`config.mk`:
```
export PLATFORM = sky130hd
export DESIGN_NAME = meter_map_table_unit
export DESIGN_NICKNAME = d
export VERILOG_FILES = /design/src/design/mmt_pkg.sv /design/src/design/mmt_div.sv /design/src/design/meter_map_table_unit.sv
export SDC_FILE = /design/constraint.sdc
export NUM_CORES = 2
export LEC_CHECK = 0
export ABC_AREA = 1
export CAP_MARGIN = 10
export CORE_ASPECT_RATIO = 1.5
export CORE_MARGIN = 2
export CORE_UTILIZATION = 50
export DETAILED_ROUTE_END_ITERATION = 10
export DONT_BUFFER_PORTS = 1
export HOLD_SLACK_MARGIN = 0.12
export PLACE_DENSITY = 0.69
export SLEW_MARGIN = 30
export SYNTH_ARGS = -nofsm -noshare
export SYNTH_HDL_FRONTEND = slang
export SYNTH_HIERARCHICAL = 1
export SYNTH_SLANG_ARGS = --single-unit
```
`constraint.sdc`:
```
create_clock -name i_clk -period 21.7 [get_ports i_clk]
set_input_delay 0 -clock i_clk [delete_from_list [all_inputs] [get_ports i_clk]]
set_output_delay 0 -clock i_clk [all_outputs]
set_load 0.1 [all_outputs]
```
`src/design/mmt_pkg.sv`:
```
// shared types, constants and helpers for the meter map table
`default_nettype none
package mmt_pkg;

    localparam int TICK_W = 31;
    localparam int NUM_W = 6;
    localparam int DEN_W = 3;
    localparam int MEAS_W = 17;
    localparam int BEAT_W = 11;
    localparam int STAT_W = 3;
    localparam int OP_W = 3;

    localparam logic [TICK_W-1:0] TICK_MAX = {TICK_W{1'b1}};
    localparam logic [BEAT_W-1:0] WHOLE_TICKS = 11'd1536;
    localparam logic [NUM_W-1:0] DEFAULT_NUM = 6'd4;
    localparam logic [DEN_W-1:0] DEFAULT_DEN = 3'd2;
    localparam logic [MEAS_W-1:0] DEFAULT_MEAS = 17'd1536;

    // opcodes
    localparam logic [OP_W-1:0] OP_ADD = 3'd0;
    localparam logic [OP_W-1:0] OP_DEL = 3'd1;
    localparam logic [OP_W-1:0] OP_TICK2POS = 3'd2;
    localparam logic [OP_W-1:0] OP_POS2TICK = 3'd3;
    localparam logic [OP_W-1:0] OP_SIG = 3'd4;

    // status codes
    localparam logic [STAT_W-1:0] ST_OK = 3'd0;
    localparam logic [STAT_W-1:0] ST_NOT_FOUND = 3'd1;
    localparam logic [STAT_W-1:0] ST_FULL = 3'd2;
    localparam logic [STAT_W-1:0] ST_ILLEGAL = 3'd3;
    localparam logic [STAT_W-1:0] ST_OVERFLOW = 3'd4;

    typedef struct packed {
        logic [TICK_W-1:0] tick;
        logic [NUM_W-1:0]  num;
        logic [DEN_W-1:0]  den;
        logic [TICK_W-1:0] bar;
    } t_entry;

    typedef struct packed {
        logic [STAT_W-1:0] status;
        logic [TICK_W-1:0] tick;
        logic [TICK_W-1:0] bar;
        logic [NUM_W-1:0]  beat;
        logic [BEAT_W-1:0] offset;
        logic [NUM_W-1:0]  num;
        logic [DEN_W-1:0]  den;
        logic [MEAS_W-1:0] meas;
    } t_result;

    // ticks per beat for a denominator code
    function automatic logic [BEAT_W-1:0] beat_len(input logic [DEN_W-1:0] den);
        beat_len = WHOLE_TICKS >> den;
    endfunction

    // ticks per measure
    function automatic logic [MEAS_W-1:0] meas_len(input logic [NUM_W-1:0] num,
                                                   input logic [DEN_W-1:0] den);
        meas_len = MEAS_W'(num) * MEAS_W'(beat_len(den));
    endfunction

endpackage
`default_nettype wire

```
`src/design/mmt_div.sv`:
```
// restoring divider, one quotient bit per cycle
`default_nettype none
module mmt_div
    import mmt_pkg::*;
(
    input  wire logic              i_clk,
    input  wire logic              i_rst_n,
    input  wire logic              i_start,
    input  wire logic [TICK_W-1:0] i_dividend,
    input  wire logic [MEAS_W-1:0] i_divisor,
    output logic                   o_done,
    output logic [TICK_W-1:0]      o_quot,
    output logic [MEAS_W-1:0]      o_rem
);

    localparam int CNT_W = $clog2(TICK_W);

    logic              r_busy;
    logic              r_done;
    logic [CNT_W-1:0]  r_cnt;
    logic [TICK_W-1:0] r_q;
    logic [MEAS_W-1:0] r_rem;
    logic [MEAS_W-1:0] r_dvs;
    logic [MEAS_W:0]   trial;
    logic              fits;

    // trial subtract of the shifted partial remainder
    assign trial = {r_rem, r_q[TICK_W-1]};
    assign fits = trial >= {1'b0, r_dvs};

    // control
    always_ff @(posedge i_clk) begin
        if (!i_rst_n) begin
            r_busy <= 1'b0;
            r_done <= 1'b0;
            r_cnt <= '0;
        end else begin
            r_done <= 1'b0;
            if (!r_busy && i_start) begin
                r_busy <= 1'b1;
                r_cnt <= '0;
            end else if (r_busy) begin
                r_cnt <= r_cnt + 1'b1;
                if (r_cnt == CNT_W'(TICK_W - 1)) begin
                    r_busy <= 1'b0;
                    r_done <= 1'b1;
                end
            end
        end
    end

    // datapath
    always_ff @(posedge i_clk) begin
        if (!r_busy && i_start) begin
            r_q <= i_dividend;
            r_rem <= '0;
            r_dvs <= i_divisor;
        end else if (r_busy) begin
            r_q <= {r_q[TICK_W-2:0], fits};
            r_rem <= fits ? MEAS_W'(trial - {1'b0, r_dvs}) : trial[MEAS_W-1:0];
        end
    end

    assign o_done = r_done;
    assign o_quot = r_q;
    assign o_rem = r_rem;

endmodule
`default_nettype wire

```
`src/design/meter_map_table_unit.sv`:
```
// meter map table: sorted signature table with renumbering and position queries
// queries scan the table entry by entry, and tick to position then runs two divides;
// edits add a shift pass and then a renumber pass over every entry, one divide per
// entry on the 31-step divider
// one item at a time: busy is high from the transfer until the result strobe
// synchronous active-low reset empties the table; results cannot be stalled
`default_nettype none
module meter_map_table_unit
    import mmt_pkg::*;
#(
    parameter int TABLE_DEPTH = 16
) (
    input  wire logic              i_clk,
    input  wire logic              i_rst_n,
    input  wire logic              start,
    output logic                   busy,
    input  wire logic [OP_W-1:0]   i_opcode,
    input  wire logic [TICK_W-1:0] i_key_tick,
    input  wire logic [NUM_W-1:0]  i_numerator,
    input  wire logic [DEN_W-1:0]  i_denom_code,
    input  wire logic [TICK_W-1:0] i_bar_number,
    input  wire logic [NUM_W-1:0]  i_beat_number,
    output logic                   o_valid,
    output logic [STAT_W-1:0]      o_status,
    output logic [TICK_W-1:0]      o_result_tick,
    output logic [TICK_W-1:0]      o_bar_out,
    output logic [NUM_W-1:0]       o_beat_out,
    output logic [BEAT_W-1:0]      o_offset_out,
    output logic [NUM_W-1:0]       o_numerator_out,
    output logic [DEN_W-1:0]       o_denom_code_out,
    output logic [MEAS_W-1:0]      o_measure_ticks
);

    localparam int AW = (TABLE_DEPTH > 1) ? $clog2(TABLE_DEPTH) : 1;
    localparam int CW = $clog2(TABLE_DEPTH + 1);
    localparam int PROD_W = TICK_W + MEAS_W;
    localparam int SUM_W = PROD_W + 2;

    localparam logic [4:0] S_IDLE = 5'd0;
    localparam logic [4:0] S_DECODE = 5'd1;
    localparam logic [4:0] S_SC_RD = 5'd2;
    localparam logic [4:0] S_SC_CHK = 5'd3;
    localparam logic [4:0] S_EDIT = 5'd4;
    localparam logic [4:0] S_SH_RD = 5'd5;
    localparam logic [4:0] S_SH_WR = 5'd6;
    localparam logic [4:0] S_DL_RD = 5'd7;
    localparam logic [4:0] S_DL_WR = 5'd8;
    localparam logic [4:0] S_RN_RD = 5'd9;
    localparam logic [4:0] S_RN_DIV = 5'd10;
    localparam logic [4:0] S_RN_WAIT = 5'd11;
    localparam logic [4:0] S_Q2_WAIT1 = 5'd12;
    localparam logic [4:0] S_Q2_WAIT2 = 5'd13;
    localparam logic [4:0] S_Q3_MUL = 5'd14;
    localparam logic [4:0] S_Q3_ADD = 5'd15;

    logic [4:0]        r_state;
    logic [CW-1:0]     r_count;
    logic [CW-1:0]     r_idx;
    logic [CW-1:0]     r_pos;
    logic [AW-1:0]     r_e;
    logic              r_found;
    t_entry            r_ent;
    t_entry            r_rd;
    t_result           r_res;
    logic              r_valid;

    // latched request
    logic [OP_W-1:0]   r_op;
    logic [TICK_W-1:0] r_key;
    logic [NUM_W-1:0]  r_num;
    logic [DEN_W-1:0]  r_den;
    logic [TICK_W-1:0] r_barn;
    logic [NUM_W-1:0]  r_beatn;

    // renumber and query working registers
    logic [TICK_W-1:0] r_prev;
    logic [TICK_W-1:0] r_bar;
    logic [MEAS_W-1:0] r_tm;
    logic [PROD_W-1:0] r_prod;
    logic [MEAS_W-1:0] r_bt;

    t_entry            mem [TABLE_DEPTH];
    logic              mem_re;
    logic [AW-1:0]     mem_ra;
    logic              mem_we;
    logic [AW-1:0]     mem_wa;
    t_entry            mem_wd;

    logic              div_start;
    logic [TICK_W-1:0] div_dvd;
    logic [MEAS_W-1:0] div_dvs;
    logic              div_done;
    logic [TICK_W-1:0] div_q;
    logic [MEAS_W-1:0] div_r;

    logic              accept;
    logic              hit;
    logic              match;
    logic [TICK_W-1:0] new_bar;
    logic [SUM_W-1:0]  sum;
    t_result           res_miss;
    t_result           res_sig;
    t_result           res_illegal;
    t_result           res_full;
    t_result           res_absent;

    assign accept = start && !busy;
    assign busy = (r_state != S_IDLE);
    assign hit = (r_op == OP_POS2TICK) ? (r_rd.bar <= r_barn) : (r_rd.tick <= r_key);
    assign match = r_found && (r_ent.tick == r_key);
    assign new_bar = r_bar + div_q;
    assign sum = SUM_W'(r_ent.tick) + SUM_W'(r_prod) + SUM_W'(r_bt) + SUM_W'(r_key);

    // canned results for a missing entry, the entry in force and the error codes
    always_comb begin
        res_miss = '0;
        res_miss.status = ST_NOT_FOUND;
        res_miss.num = DEFAULT_NUM;
        res_miss.den = DEFAULT_DEN;
        res_miss.meas = DEFAULT_MEAS;
        res_sig = '0;
        res_sig.status = ST_OK;
        res_sig.num = r_ent.num;
        res_sig.den = r_ent.den;
        res_sig.meas = meas_len(r_ent.num, r_ent.den);
        res_illegal = '0;
        res_illegal.status = ST_ILLEGAL;
        res_full = '0;
        res_full.status = ST_FULL;
        res_absent = '0;
        res_absent.status = ST_NOT_FOUND;
    end

    // memory port and divider control
    always_comb begin
        mem_re = 1'b0;
        mem_ra = r_idx[AW-1:0];
        mem_we = 1'b0;
        mem_wa = r_idx[AW-1:0];
        mem_wd = r_rd;
        div_start = 1'b0;
        div_dvd = r_key - r_ent.tick;
        div_dvs = meas_len(r_ent.num, r_ent.den);
        case (r_state)
            S_SC_RD: begin
                mem_re = (r_idx != r_count);
            end
            S_EDIT: begin
                if (r_op == OP_ADD && match) begin
                    mem_we = 1'b1;
                    mem_wa = r_e;
                    mem_wd = '{tick: r_key, num: r_num, den: r_den, bar: r_ent.bar};
                end
                if ((r_op == OP_TICK2POS) && r_found) begin
                    div_start = 1'b1;
                end
            end
            S_SH_RD: begin
                if (r_idx == r_pos) begin
                    mem_we = 1'b1;
                    mem_wa = r_pos[AW-1:0];
                    mem_wd = '{tick: r_key, num: r_num, den: r_den, bar: '0};
                end else begin
                    mem_re = 1'b1;
                    mem_ra = AW'(r_idx - 1'b1);
                end
            end
            S_SH_WR, S_DL_WR: begin
                mem_we = 1'b1;
            end
            S_DL_RD: begin
                if (CW'(r_idx + 1'b1) < r_count) begin
                    mem_re = 1'b1;
                    mem_ra = AW'(r_idx + 1'b1);
                end
            end
            S_RN_RD: begin
                mem_re = (r_idx != r_count);
            end
            S_RN_DIV: begin
                div_start = 1'b1;
                div_dvd = r_rd.tick - r_prev;
                div_dvs = r_tm;
            end
            S_RN_WAIT: begin
                if (div_done) begin
                    mem_we = 1'b1;
                    mem_wd = '{tick: r_rd.tick, num: r_rd.num, den: r_rd.den, bar: new_bar};
                end
            end
            S_Q2_WAIT1: begin
                div_start = div_done;
                div_dvd = TICK_W'(div_r);
                div_dvs = MEAS_W'(beat_len(r_ent.den));
            end
            default: begin
            end
        endcase
    end

    // table memory, one write and one registered read port
    always_ff @(posedge i_clk) begin
        if (mem_we) begin
            mem[mem_wa] <= mem_wd;
        end
        if (mem_re) begin
            r_rd <= mem[mem_ra];
        end
    end

    // shared divider
    mmt_div u_div (
        .i_clk      (i_clk),
        .i_rst_n    (i_rst_n),
        .i_start    (div_start),
        .i_dividend (div_dvd),
        .i_divisor  (div_dvs),
        .o_done     (div_done),
        .o_quot     (div_q),
        .o_rem      (div_r)
    );

    // sequencer control state
    always_ff @(posedge i_clk) begin
        if (!i_rst_n) begin
            r_state <= S_IDLE;
            r_count <= '0;
            r_valid <= 1'b0;
        end else begin
            r_valid <= 1'b0;
            case (r_state)
                S_IDLE: begin
                    if (accept) begin
                        r_state <= S_DECODE;
                    end
                end
                S_DECODE: begin
                    if ((r_op == OP_ADD && r_num == '0) || r_op > OP_SIG) begin
                        r_valid <= 1'b1;
                        r_state <= S_IDLE;
                    end else begin
                        r_state <= S_SC_RD;
                    end
                end
                S_SC_RD: begin
                    r_state <= (r_idx == r_count) ? S_EDIT : S_SC_CHK;
                end
                S_SC_CHK: begin
                    r_state <= hit ? S_SC_RD : S_EDIT;
                end
                S_EDIT: begin
                    case (r_op)
                        OP_ADD: begin
                            if (match) begin
                                r_state <= S_RN_RD;
                            end else if (r_count == CW'(TABLE_DEPTH)) begin
                                r_valid <= 1'b1;
                                r_state <= S_IDLE;
                            end else begin
                                r_state <= S_SH_RD;
                            end
                        end
                        OP_DEL: begin
                            if (match) begin
                                r_state <= S_DL_RD;
                            end else begin
                                r_valid <= 1'b1;
                                r_state <= S_IDLE;
                            end
                        end
                        OP_TICK2POS: begin
                            if (r_found) begin
                                r_state <= S_Q2_WAIT1;
                            end else begin
                                r_valid <= 1'b1;
                                r_state <= S_IDLE;
                            end
                        end
                        OP_POS2TICK: begin
                            if (r_found) begin
                                r_state <= S_Q3_MUL;
                            end else begin
                                r_valid <= 1'b1;
                                r_state <= S_IDLE;
                            end
                        end
                        default: begin
                            r_valid <= 1'b1;
                            r_state <= S_IDLE;
                        end
                    endcase
                end
                S_SH_RD: begin
                    if (r_idx == r_pos) begin
                        r_count <= r_count + 1'b1;
                        r_state <= S_RN_RD;
                    end else begin
                        r_state <= S_SH_WR;
                    end
                end
                S_SH_WR: begin
                    r_state <= S_SH_RD;
                end
                S_DL_RD: begin
                    if (CW'(r_idx + 1'b1) < r_count) begin
                        r_state <= S_DL_WR;
                    end else begin
                        r_count <= r_count - 1'b1;
                        r_state <= S_RN_RD;
                    end
                end
                S_DL_WR: begin
                    r_state <= S_DL_RD;
                end
                S_RN_RD: begin
                    if (r_idx == r_count) begin
                        r_valid <= 1'b1;
                        r_state <= S_IDLE;
                    end else begin
                        r_state <= S_RN_DIV;
                    end
                end
                S_RN_DIV: begin
                    r_state <= S_RN_WAIT;
                end
                S_RN_WAIT: begin
                    if (div_done) begin
                        r_state <= S_RN_RD;
                    end
                end
                S_Q2_WAIT1: begin
                    if (div_done) begin
                        r_state <= S_Q2_WAIT2;
                    end
                end
                S_Q2_WAIT2: begin
                    if (div_done) begin
                        r_valid <= 1'b1;
                        r_state <= S_IDLE;
                    end
                end
                S_Q3_MUL: begin
                    r_state <= S_Q3_ADD;
                end
                S_Q3_ADD: begin
                    r_valid <= 1'b1;
                    r_state <= S_IDLE;
                end
                default: begin
                    r_state <= S_IDLE;
                end
            endcase
        end
    end

    // datapath registers
    always_ff @(posedge i_clk) begin
        case (r_state)
            S_IDLE: begin
                if (accept) begin
                    r_op <= i_opcode;
                    r_key <= i_key_tick;
                    r_num <= i_numerator;
                    r_den <= i_denom_code;
                    r_barn <= i_bar_number;
                    r_beatn <= i_beat_number;
                end
            end
            S_DECODE: begin
                r_idx <= '0;
                r_found <= 1'b0;
                r_res <= (r_op == OP_ADD && r_num == '0) ? res_illegal : '0;
            end
            S_SC_CHK: begin
                if (hit) begin
                    r_found <= 1'b1;
                    r_e <= r_idx[AW-1:0];
                    r_ent <= r_rd;
                    r_idx <= r_idx + 1'b1;
                end
            end
            S_EDIT: begin
                // renumber pass starts from bar 0 in 4/4
                r_prev <= '0;
                r_bar <= '0;
                r_tm <= DEFAULT_MEAS;
                case (r_op)
                    OP_ADD: begin
                        if (match) begin
                            r_idx <= '0;
                            r_res <= '0;
                        end else begin
                            r_idx <= r_count;
                            r_pos <= r_found ? CW'(r_e) + 1'b1 : '0;
                            r_res <= (r_count == CW'(TABLE_DEPTH)) ? res_full : '0;
                        end
                    end
                    OP_DEL: begin
                        r_idx <= CW'(r_e);
                        r_res <= match ? '0 : res_absent;
                    end
                    OP_TICK2POS, OP_SIG, OP_POS2TICK: begin
                        r_res <= r_found ? res_sig : res_miss;
                    end
                    default: begin
                        r_res <= '0;
                    end
                endcase
            end
            S_SH_RD: begin
                if (r_idx == r_pos) begin
                    r_idx <= '0;
                end
            end
            S_SH_WR: begin
                r_idx <= r_idx - 1'b1;
            end
            S_DL_RD: begin
                if (!(CW'(r_idx + 1'b1) < r_count)) begin
                    r_idx <= '0;
                end
            end
            S_DL_WR: begin
                r_idx <= r_idx + 1'b1;
            end
            S_RN_WAIT: begin
                if (div_done) begin
                    r_bar <= new_bar;
                    r_prev <= r_rd.tick;
                    r_tm <= meas_len(r_rd.num, r_rd.den);
                    r_idx <= r_idx + 1'b1;
                end
            end
            S_Q2_WAIT1: begin
                if (div_done) begin
                    r_res.bar <= r_ent.bar + div_q;
                end
            end
            S_Q2_WAIT2: begin
                if (div_done) begin
                    r_res.beat <= div_q[NUM_W-1:0];
                    r_res.offset <= div_r[BEAT_W-1:0];
                end
            end
            S_Q3_MUL: begin
                r_prod <= PROD_W'(r_barn - r_ent.bar) * PROD_W'(r_res.meas);
                r_bt <= MEAS_W'(beat_len(r_ent.den)) * MEAS_W'(r_beatn);
            end
            S_Q3_ADD: begin
                if (sum > SUM_W'(TICK_MAX)) begin
                    r_res.status <= ST_OVERFLOW;
                    r_res.tick <= TICK_MAX;
                end else begin
                    r_res.tick <= sum[TICK_W-1:0];
                end
            end
            default: begin
            end
        endcase
    end

    // result ports
    assign o_valid = r_valid;
    assign o_status = r_res.status;
    assign o_result_tick = r_res.tick;
    assign o_bar_out = r_res.bar;
    assign o_beat_out = r_res.beat;
    assign o_offset_out = r_res.offset;
    assign o_numerator_out = r_res.num;
    assign o_denom_code_out = r_res.den;
    assign o_measure_ticks = r_res.meas;

    // checks
    a_count_range: assert property (@(posedge i_clk) disable iff (!i_rst_n)
        r_count <= CW'(TABLE_DEPTH))
        else $error("entry count beyond table depth");

    a_strobe_single: assert property (@(posedge i_clk) disable iff (!i_rst_n)
        r_valid |=> !r_valid)
        else $error("result strobe held for two cycles");

    a_transfer_busy: assert property (@(posedge i_clk) disable iff (!i_rst_n)
        accept |=> busy && !r_valid)
        else $error("busy not raised after transfer");

    a_div_idle: assert property (@(posedge i_clk) disable iff (!i_rst_n)
        div_done |-> (r_state == S_RN_WAIT || r_state == S_Q2_WAIT1
                      || r_state == S_Q2_WAIT2))
        else $error("divider finished with no consumer");

endmodule
`default_nettype wire
```
==> impl_metrics.py <==
metrics = {
    "synthesis": {
        "synth_commonest_cells": "nand2_1, inv_1, edfxtp_1",
        "synth_flop_cell": "edfxtp_1",
        "syn_avg_cell_area_sq_um": 9.28,
        "synth_seq_cells": 1699,
        "synthTopCellsByArea": "edfxtp_1, fa_1, nand2_1, inv_1, nand3_1",
        "syn_inst": 11700,
        "seq_area_frac_synth_pct": 46.9,
        "ys_types": 66,
        "async_flop_share_pct": 0,
        "yosysMostFrequentCell": "nand2_1",
        "synth_edf_count": 1665,
        "synth_area_leader_cell": "edfxtp_1",
        "syn_area_sq_um": 108000,
        "yosysWarnings": 6,
        "synth_top_area_share_pct": 46.3,
    },
    "worst_setup_path": {
        "startpoint_type": "flip-flop",
        "cp-end-kind": "flip-flop",
        "critPathKind": "reg2reg",
        "required_ns": 22.26,
        "crit_top_cell": "fa_1",
        "cpPeakStageDelay_ns": 0.75,
        "critical-path-slowest-cell": "xor2_1",
        "worstPathArrival_ns": 10.02,
        "crit_family": "adder cells",
        "critPathBufInv": 6,
        "path_max_fanout": 9,
        "rr_worst_depth": 33,
        "cp.depth": 33,
    },
    "clock_tree": {
        "root_buffer": "clkbuf_16",
        "cts_sinks": 1699,
        "clockBufferDepth": 4,
        "cts_setup_buffers": 0,
        "cts_tree": "done",
        "clk_latency_ns": 0.86,
        "postCtsHoldBufs": 164,
        "ctsResizeCount": 0,
        "cts_buffers": 173,
        "cts_max_level": 4,
        "clkTransAtPathRegs_ns": 0.06,
    },
    "floorplanning": {
        "fp.dieH_um": 573,
        "row_count": 209,
        "core_area_sq_um": 215000,
        "die_x_um": 384,
        "dieArea_sq_um": 220000,
        "pin_count": 193,
        "initial_core_util_pct": 50.2,
    },
    "grt": {
        "grt.overflow.total": 0,
        "grt_max_degree": 193,
        "grt_usage_pct": 33.0,
        "antenna_found_initial": 21,
        "met3_usage_pct": 4.98,
        "grt_pass1_wl_um": 538000,
        "grt_pass1_vias": 84100,
        "grt.met2_usage_pct": 55.4,
        "busiest_layer": "met2",
        "use_met1_pct": 39.5,
    },
    "timing": {
        "max_freq_ghz": 0.106,
        "tightest_slew_ns": 1.08,
        "setup_viol_count_final": 0,
        "finalMaxSlewViolations": 0,
        "final.min_clock_period_ns": 9.47,
        "finalHoldViolCount": 0,
        "max_slew_margin_pct": 27.6,
        "fin_crit_sh_pct": 43.6,
        "finalSetupTns_ns": 0,
        "rsz0062_at_grt": "no",
        "finalClockSkew_ns": 0.0946,
    },
    "status": {
        "status": "complete, no violations",
    },
    "drt": {
        "drcViolationCount": 0,
        "ant_nets": 0,
        "first_pass_iters": 9,
        "vias_per_cell": 5.75,
        "vias": 84800,
        "drt_iter0_markers": 8744,
        "finalWirelength_um": 368000,
        "post_drt_wl_per_cell_um": 24.9,
    },
    "cells_and_area": {
        "drive_gt1_share_pct": 5.10,
        "fillCellCount": 19100,
        "finalNetCount": 12900,
        "areaGrowthSynthToFinish_pct": 10.1,
    },
    "min_path": {
        "min_path_cells": 2,
        "hold_path_class": "in2reg",
    },
    "place": {
        "gp_congestion": 1.03,
        "dp_hpwl_um": 257000,
        "port_buffers": 0,
    },
    "flow_run": {
        "cap_violations": 0,
    },
}
## cells in the final DEF, fill, tap and decap left out, types with 211 or more instances in the layout
| cell | n |
|---|---|
| nor2_1 | 829 |
| fa_1 | 580 |
| nand2_1 | 2576 |
| a21oi_1 | 409 |
| edfxtp_1 | 1665 |
| ha_1 | 508 |
| nand3b_1 | 211 |
| inv_1 | 1975 |
| o21ai_0 | 274 |
| nand3_1 | 1445 |
## per-stage QoR
stage | instances | instance area, sq um | hold slack, ns | utilization, % | setup WS [ns]
finish | 14700 | 119000 | 0.331 | 55.2 | 12.24
detailed placement | 14300 | 112000 | 0.0989 | 51.9 | 12.44
global route | 14700 | 119000 | 0.334 | 55.2 | 11.88
floorplan | 11700 | 108000 | 0.0976 | - | 14.14
CTS | 14700 | 119000 | 0.276 | 55.2 | 12.41
global placement | 14300 | 112000 | 0.0989 | 51.8 | 12.25
## registers in the layout (all words and copies together), names as in the netlist, 6 cells and up
name	cells
o_offset_out	11
o_bar_out	31
mem	1136
u_div/r_dvs	17
o_result_tick	31
r_barn	31
r_prod	46
r_beatn	6
o_numerator_out	6
r_num	6
r_key	31
r_ent	71
r_prev	31
r_bt	15
o_measure_ticks	15
r_rd	71
r_bar	31
o_beat_out	6
u_div/o_quot	31
r_tm	15
u_div/o_rem	17
## cells by family after synthesis
logic type / Yosys count / share of synthesized area [%]
AOI/OAI and AO/OA: 929 / 4.88
xor gates and xnor gates: 172 / 1.40
adders and majority gates: 1088 / 16.6
buffers and inverters: 2445 / 8.80
DFF: 1699 / 46.9
other: 1 / 0.00347
and+or+nand+nor: 5318 / 21.4
## layout make-up
type,instances,area [sq um],area share [%]
sequential,1699,50700,42.6
tap,2848,3560,2.99
antenna,4,10.0,0.00841
clock inverter,95,880,0.739
multi-input combinational,7511,48300,40.6
inverter,2018,7590,6.38
timing repair buffer,359,3440,2.89
clock buffer,213,4580,3.85
## final timing paths
kind	slack [ns]	endpoint	from
setup / recovery	12.24	r_prod[45]	r_ent[0]
hold / removal	0.33	r_num[5]	i_numerator[5]
setup reg to reg	12.24	r_prod[45]	r_ent[0]
hold reg to reg	0.48	u_div/o_rem[14]	u_div/o_rem[14]
## layer usage
metal	part of all wire [%]	vias to the layer above
met3	7.6	1112
met2	48	4117
met4	7.6	4
met5	0.0054	-
met1	36	41300
li1	-	38300
## worst reg2reg max path: cells and delay by family (launching register included)
kind / cells / cell delay [ns]
AND/OR/NAND/NOR: 10 / 1.55
adder cells (fa/ha/maj): 9 / 3.94
flip-flops: 1 / 0.43
buffers and inverters: 6 / 0.58
AO/OA/AOI/OAI: 7 / 1.99
XOR/XNOR: 1 / 0.75
Power is left out: the tool's default activity adds up to more than one toggle a clock period on the data nets, which glitch-free logic cannot reach.
